==> config.mk <==
export PLATFORM = sky130hd
export DESIGN_NAME = ecpg_bit_stage
export DESIGN_NICKNAME = d
export VERILOG_FILES = /design/src/rtl/core/ecpg_pkg.sv /design/src/rtl/core/ecpg_bit_stage.sv
export SDC_FILE = /design/constraint.sdc
export NUM_CORES = 1
export LEC_CHECK = 0
export ABC_AREA = 1
export BUFFER_PORTS_ARGS = -buffer_cell sky130_fd_sc_hd__buf_2
export CAP_MARGIN = 25
export CORE_AREA = 2 2 186 188
export DETAILED_ROUTE_END_ITERATION = 12
export DIE_AREA = 0 0 188 190
export PLACE_DENSITY = 0.67
export SYNTH_ARGS = -nofsm -noshare
export SYNTH_HDL_FRONTEND = slang
export SYNTH_SLANG_ARGS = --single-unit
==> constraint.sdc <==
create_clock -name clk -period 8.5 [get_ports clk]
set_input_delay 1.275 -clock clk [delete_from_list [all_inputs] [get_ports clk]]
set_output_delay 1.275 -clock clk [all_outputs]
set_load 0.02 [all_outputs]
==> src/rtl/core/ecpg_pkg.sv <==
`timescale 1ns / 1ps

package ecpg_pkg;

	// Width of every point coordinate on the result side (two's complement wrap).
	localparam int OUT_BITS = 12;

	// Width of the semi-axis register and its reset value.
	localparam int CFG_BITS = 8;
	localparam logic [CFG_BITS-1:0] AXIS_RESET = 8'd90;

	// Control that travels with each beat down the pipeline.
	typedef struct packed {
		logic vld;  // beat present in this stage
		logic ok;   // offset lies inside the semi-axis and the semi-axis is nonzero
	} ctl_t;

endpackage

==> src/rtl/core/ecpg_bit_stage.sv <==
`timescale 1ns / 1ps

// One bit of the half-height search, two register stages deep.
// Stage 1 squares the odd candidate t = 2*cand - 1, stage 2 scales the square by a^2
// and keeps the candidate bit when t^2 * a^2 <= rhs.
module ecpg_bit_stage #(
	parameter int W   = 8,
	parameter int BIT = 7
) (
	input  logic                  clk,
	input  logic                  arst_n,
	input  ecpg_pkg::ctl_t        ctl_in,
	input  logic [W-1:0]          j_in,
	input  logic [4*W+1:0]        rhs_in,
	input  logic [2*W-1:0]        a2_in,
	output ecpg_pkg::ctl_t        ctl_out,
	output logic [W-1:0]          j_out,
	output logic [4*W+1:0]        rhs_out,
	output logic [2*W-1:0]        a2_out
);

	localparam int SQ_W  = 2 * W + 2;
	localparam int RHS_W = 4 * W + 2;

	logic [W-1:0]   cand;
	logic [W:0]     odd_t;
	logic [RHS_W-1:0] prod;

	ecpg_pkg::ctl_t   ctl_s1, ctl_s2;
	logic [W-1:0]     j_s1, j_s2;
	logic [SQ_W-1:0]  sq_s1;
	logic [RHS_W-1:0] rhs_s1, rhs_s2;
	logic [2*W-1:0]   a2_s1, a2_s2;

	assign cand  = j_in | (W'(1) << BIT);
	assign odd_t = {cand, 1'b0} - (W+1)'(1);
	assign prod  = RHS_W'(sq_s1) * RHS_W'(a2_s1);

	always_ff @(posedge clk or negedge arst_n) begin
		if (!arst_n) begin
			ctl_s1 <= '0;
			ctl_s2 <= '0;
		end else begin
			ctl_s1 <= ctl_in;
			ctl_s2 <= ctl_s1;
		end
	end

	always_ff @(posedge clk) begin
		j_s1   <= j_in;
		sq_s1  <= SQ_W'(odd_t) * SQ_W'(odd_t);
		rhs_s1 <= rhs_in;
		a2_s1  <= a2_in;

		// keep the bit when the candidate still fits under the ellipse
		if (prod <= rhs_s1) begin
			j_s2 <= j_s1 | (W'(1) << BIT);
		end else begin
			j_s2 <= j_s1;
		end
		rhs_s2 <= rhs_s1;
		a2_s2  <= a2_s1;
	end

	assign ctl_out = ctl_s2;
	assign j_out   = j_s2;
	assign rhs_out = rhs_s2;
	assign a2_out  = a2_s2;

endmodule
; ---- After elaboration in Yosys (flattened, before gate mapping)
; Cells that the tools add are included.
; Widths: inputs -> output; s select.
[word_totals]
inputBits = 62
ff_bits = 138
word_cells = 16
out_inout_bits = 60
[op_classes]
add_sub_neg = 1
magnitude_cmp = 1
n_mul = 2
[op_table]
columns = cell, count
row1 = $le 34x34->1, 1
row2 = $mul 18x16->34, 1
row3 = $mul 9x9->18, 1
row4 = $sub 9x1->9 const B, 1

; ---- Longest topological paths before layout
[logic_depth]
word_depth = 2
ltp_mapped = 39
mapped_depth_nobuf = 37

; ---- Worst setup path after synthesis
; Ideal clock, no wire load.
[synth_timing]
path_type = register -> register
from = reg a2_s1[10]
to = reg j_s2[7] (netlist: j_out[7])
path_stages_with_launch = 32
period_less_slack_ns = 6.164
t_required_ns = 8.385
path_buffers = 2
arrival_time_ns = 6.049
setup_time_ns = 0.115
slack_ns = 2.336
cell_sequence = dfxtp_1 > clkbuf_1 > clkbuf_1 > nand2_1 > fa_1 > inv_1 > fa_1 > fa_1 > fa_1 > fa_1 > inv_1 > fa_1 > inv_1 > ha_1 > nand2_1 > nand2_1 > a21oi_1 > nand2_1 > a21oi_1 > nand2_1 > nand2_1 > nand2_1 > ha_1 > nand2_1 > inv_1 > nand3_1 > nor2_1 > nand3_1 > nor2_1 > nor2_1 > nand2_1 > nand2_1
[synth_via]
elab_chain_len = 2
[synth_lines]
columns = item, line_no
row1 = "start, declared", ecpg_bit_stage.sv:33  ; logic [2*W-1:0] a2_s1, a2_s2;
row2 = "start signal, assigned", ecpg_bit_stage.sv:53  ; a2_s1 <= a2_in;
row3 = $mul 18x16->34, ecpg_bit_stage.sv:37  ; assign prod = RHS_W'(sq_s1) * RHS_W'(a2_s1);
row4 = $le 34x34->1, ecpg_bit_stage.sv:56  ; if (prod <= rhs_s1) begin
row5 = "end signal, assigned", ecpg_bit_stage.sv:57  ; j_s2 <= j_s1 | (W'(1) << BIT);
row6 = "end signal, assigned", ecpg_bit_stage.sv:59  ; j_s2 <= j_s1;
row7 = "end, declared", ecpg_bit_stage.sv:30  ; logic [W-1:0] j_s1, j_s2;
; No other way between the ends.
; A chain may end at the register's enable or synchronous reset.

; ---- Final worst setup path
[layout_timing]
from = reg a2_s1[7]
to = reg j_s2[7] (netlist: j_out[7])
; The elaborated chain is that of the path after synthesis.

==> metrics.txt <==
hold depth=0; share of layout cells above drive strength 1=8.694%; Final Max Slew Viols=0; CTS Buf Count=17; Post-Syn Instances=1,993; vias in the first global route=12.64k; sequential-to-total area share from yosys stat=17.44%; status=finished, final reports clean; pin count of the biggest net entering global routing=19; post-CTS setup buffer count=0; RD Place Congestion=0.8872; core area=33,950 um2; CP startpoint kind=flop; Bufs on Longest Clock Path=2; dpl ws=1.395 ns; Tmin final=7.156 ns; Iter 0 DRT Violations=708; final hold slack=0.3275 ns; RR Startpoint=a2_s1[7]; Worst path most repeated cell=nand2_1; synth top area cells=fa_1, dfxtp_1, ha_1, inv_1, nand2_1; Required @ worst endpoint=8.84 ns; fillers=3,208; Nets=2,550; most common cell after layout, fill and taps aside=inv_1; Final Cell Area=17,230 um2; warnings from Yosys=0; R2R Setup Slk=1.34 ns; HP Start=j_s1[3]; Worst-Skew Late Latency=0.44 ns; Starting Density=46.33%; reg2reg path depth=31; Clock Skew=0.01029 ns; first-pass GRT wire length=61,770 um; area leader, netlist=fa_1; GRT overflow=0; Die W=188 um; Area growth, synth to finish=9.538%; distinct cell type count after synthesis=36; worst setup margin=1.344 ns; Clock transition at path regs=0.06 ns; Worst path depth=31; vias=12.15k; Hold Vio Cnt, Final=0; RR Endpoint=j_out[7]; Worst Tran Pin Value=0.9812 ns; Die Span Y=190 um; clk root buf=clkbuf_16; largest fanout on the critical path=18; total track usage=22.03%; routed len/inst=14.59 um; Synth top area share=30.93%; unrepaired setup endpoints after global routing=no; post-route setup TNS=0 ns; Multi-input gate area=10,590 um2; CP max-delay cell=dfxtp_1; DIE AREA=35,720 um2; f_max=0.1397 GHz; final worst path period share=84.19%; input/output buffers=121; critical path's largest stage delay=0.92 ns; Row Count=68; Arr. time, crit path=7.49 ns; net count of the mapped netlist=2,474; clk sink count=136; DP Wirelength=30,870 um; Worst path top cell family by delay=adder cells; ANT nets after route=0; CP Class=reg2reg; placed cell areas=16,660 um2; drt via density=4.786; most frequent cells in the layout=inv_1, nand2_1, fa_1; Routed WL=37,040 um; slew margin rel.=34.37%; crit end category=flop; hold buffers post-CTS=0; synthesized cell area=15,730 um2; initial antenna violation count=0; Buf/Inv on CP=6; CTS H-tree depth=4; IO Pins=122; Storage cell area=2743 um2; CTS tree=done; Yosys reg bits=136; final setup fails=0; Worst Hold Class=reg2reg; Hold EP=j_out[3]; PostCTS Resize Cnt=0; DRC errors left=0; drt first pass iters=6; Mapped Avg Cell Area=7.892 um2; # Max-Cap Violations=0
[sequential cells by signal, indices dropped and copies added (netlist names)]
name,flops
j_s1,8
rhs_s1,34
a2_s1,16
j_out,8
rhs_out,34
ctl_out,2
a2_out,16
ctl_s1,2
sq_s1,16
[layer usage]
layer  global-route usage (%)  part of all wire, %
met1                    27.76                   43
met2                    37.70                   49
met3                    4.335                  5.6
met4                    7.874                  3.1
met5                        0                    0
[worst max-delay path by stage]
stage	startpoint	end
finish	a2_s1[7]	j_out[7]
global route	a2_s1[7]	j_out[7]
detailed placement	a2_s1[7]	j_out[7]
floorplan	a2_s1[10]	j_out[7]
global placement	a2_s1[7]	j_out[7]
CTS	a2_s1[7]	j_out[7]
[cells in the mapped netlist]
cell type  number
fa_1          243
a31oi_1         1
clkbuf_1       66
nand3_2         1
a21o_1          5
buf_6           2
nor2_1         92
nand4_1         9
nand3_4         1
nor2_4          1
xnor2_1         9
nand2_4         1
o21bai_1        8
xor2_1         23
inv_1         559
nor3_4          1
o21ai_0         8
nand3b_1        1
mux2i_1         1
dfrtp_1         4
conb_1          1
a21oi_1        46
a21boi_1        1
ha_1          176
inv_2           4
nor2_2          6
dfxtp_1       132
nand2_1       534
nor3_1          3
nand2_2         4
xor2_2          4
nand3_1        42
and3_1          1
inv_6           1
or2_2           1
and2_1          1
[metrics by stage]
step,instances,utilization [%]
floorplan,1993,-
global placement,2505,49.09
detailed placement,2505,49.09
CTS,2537,50.74
global route,2537,50.74
finish,2538,50.75
[layout make-up]
cell class | instances | share of cell area, %
Multi-Input combinational cell | 1225 | 61.49
Sequential cell | 136 | 15.92
Inverter | 564 | 12.32
Timing Repair Buffer | 125 | 3.689
Tap cell | 455 | 3.304
Clock buffer | 19 | 2.571
Clock inverter | 13 | 0.6972
Antenna cell | 1 | 0.01452
[cell families after synthesis]
logic type,Yosys count,share of synthesized area [%]
multiplexers,1,0.06364
other,1,0.02384
AO/OA/AOI/OAI,69,2.426
buffers and inverters,632,15.21
XOR/XNOR,36,2.196
adder cells (fa/ha/maj),419,44.93
AND/OR/NAND/NOR,699,17.72
flip-flops,136,17.44
Power is left out: the tool's default activity adds up to more than one toggle a clock period on the data nets, which glitch-free logic cannot reach.
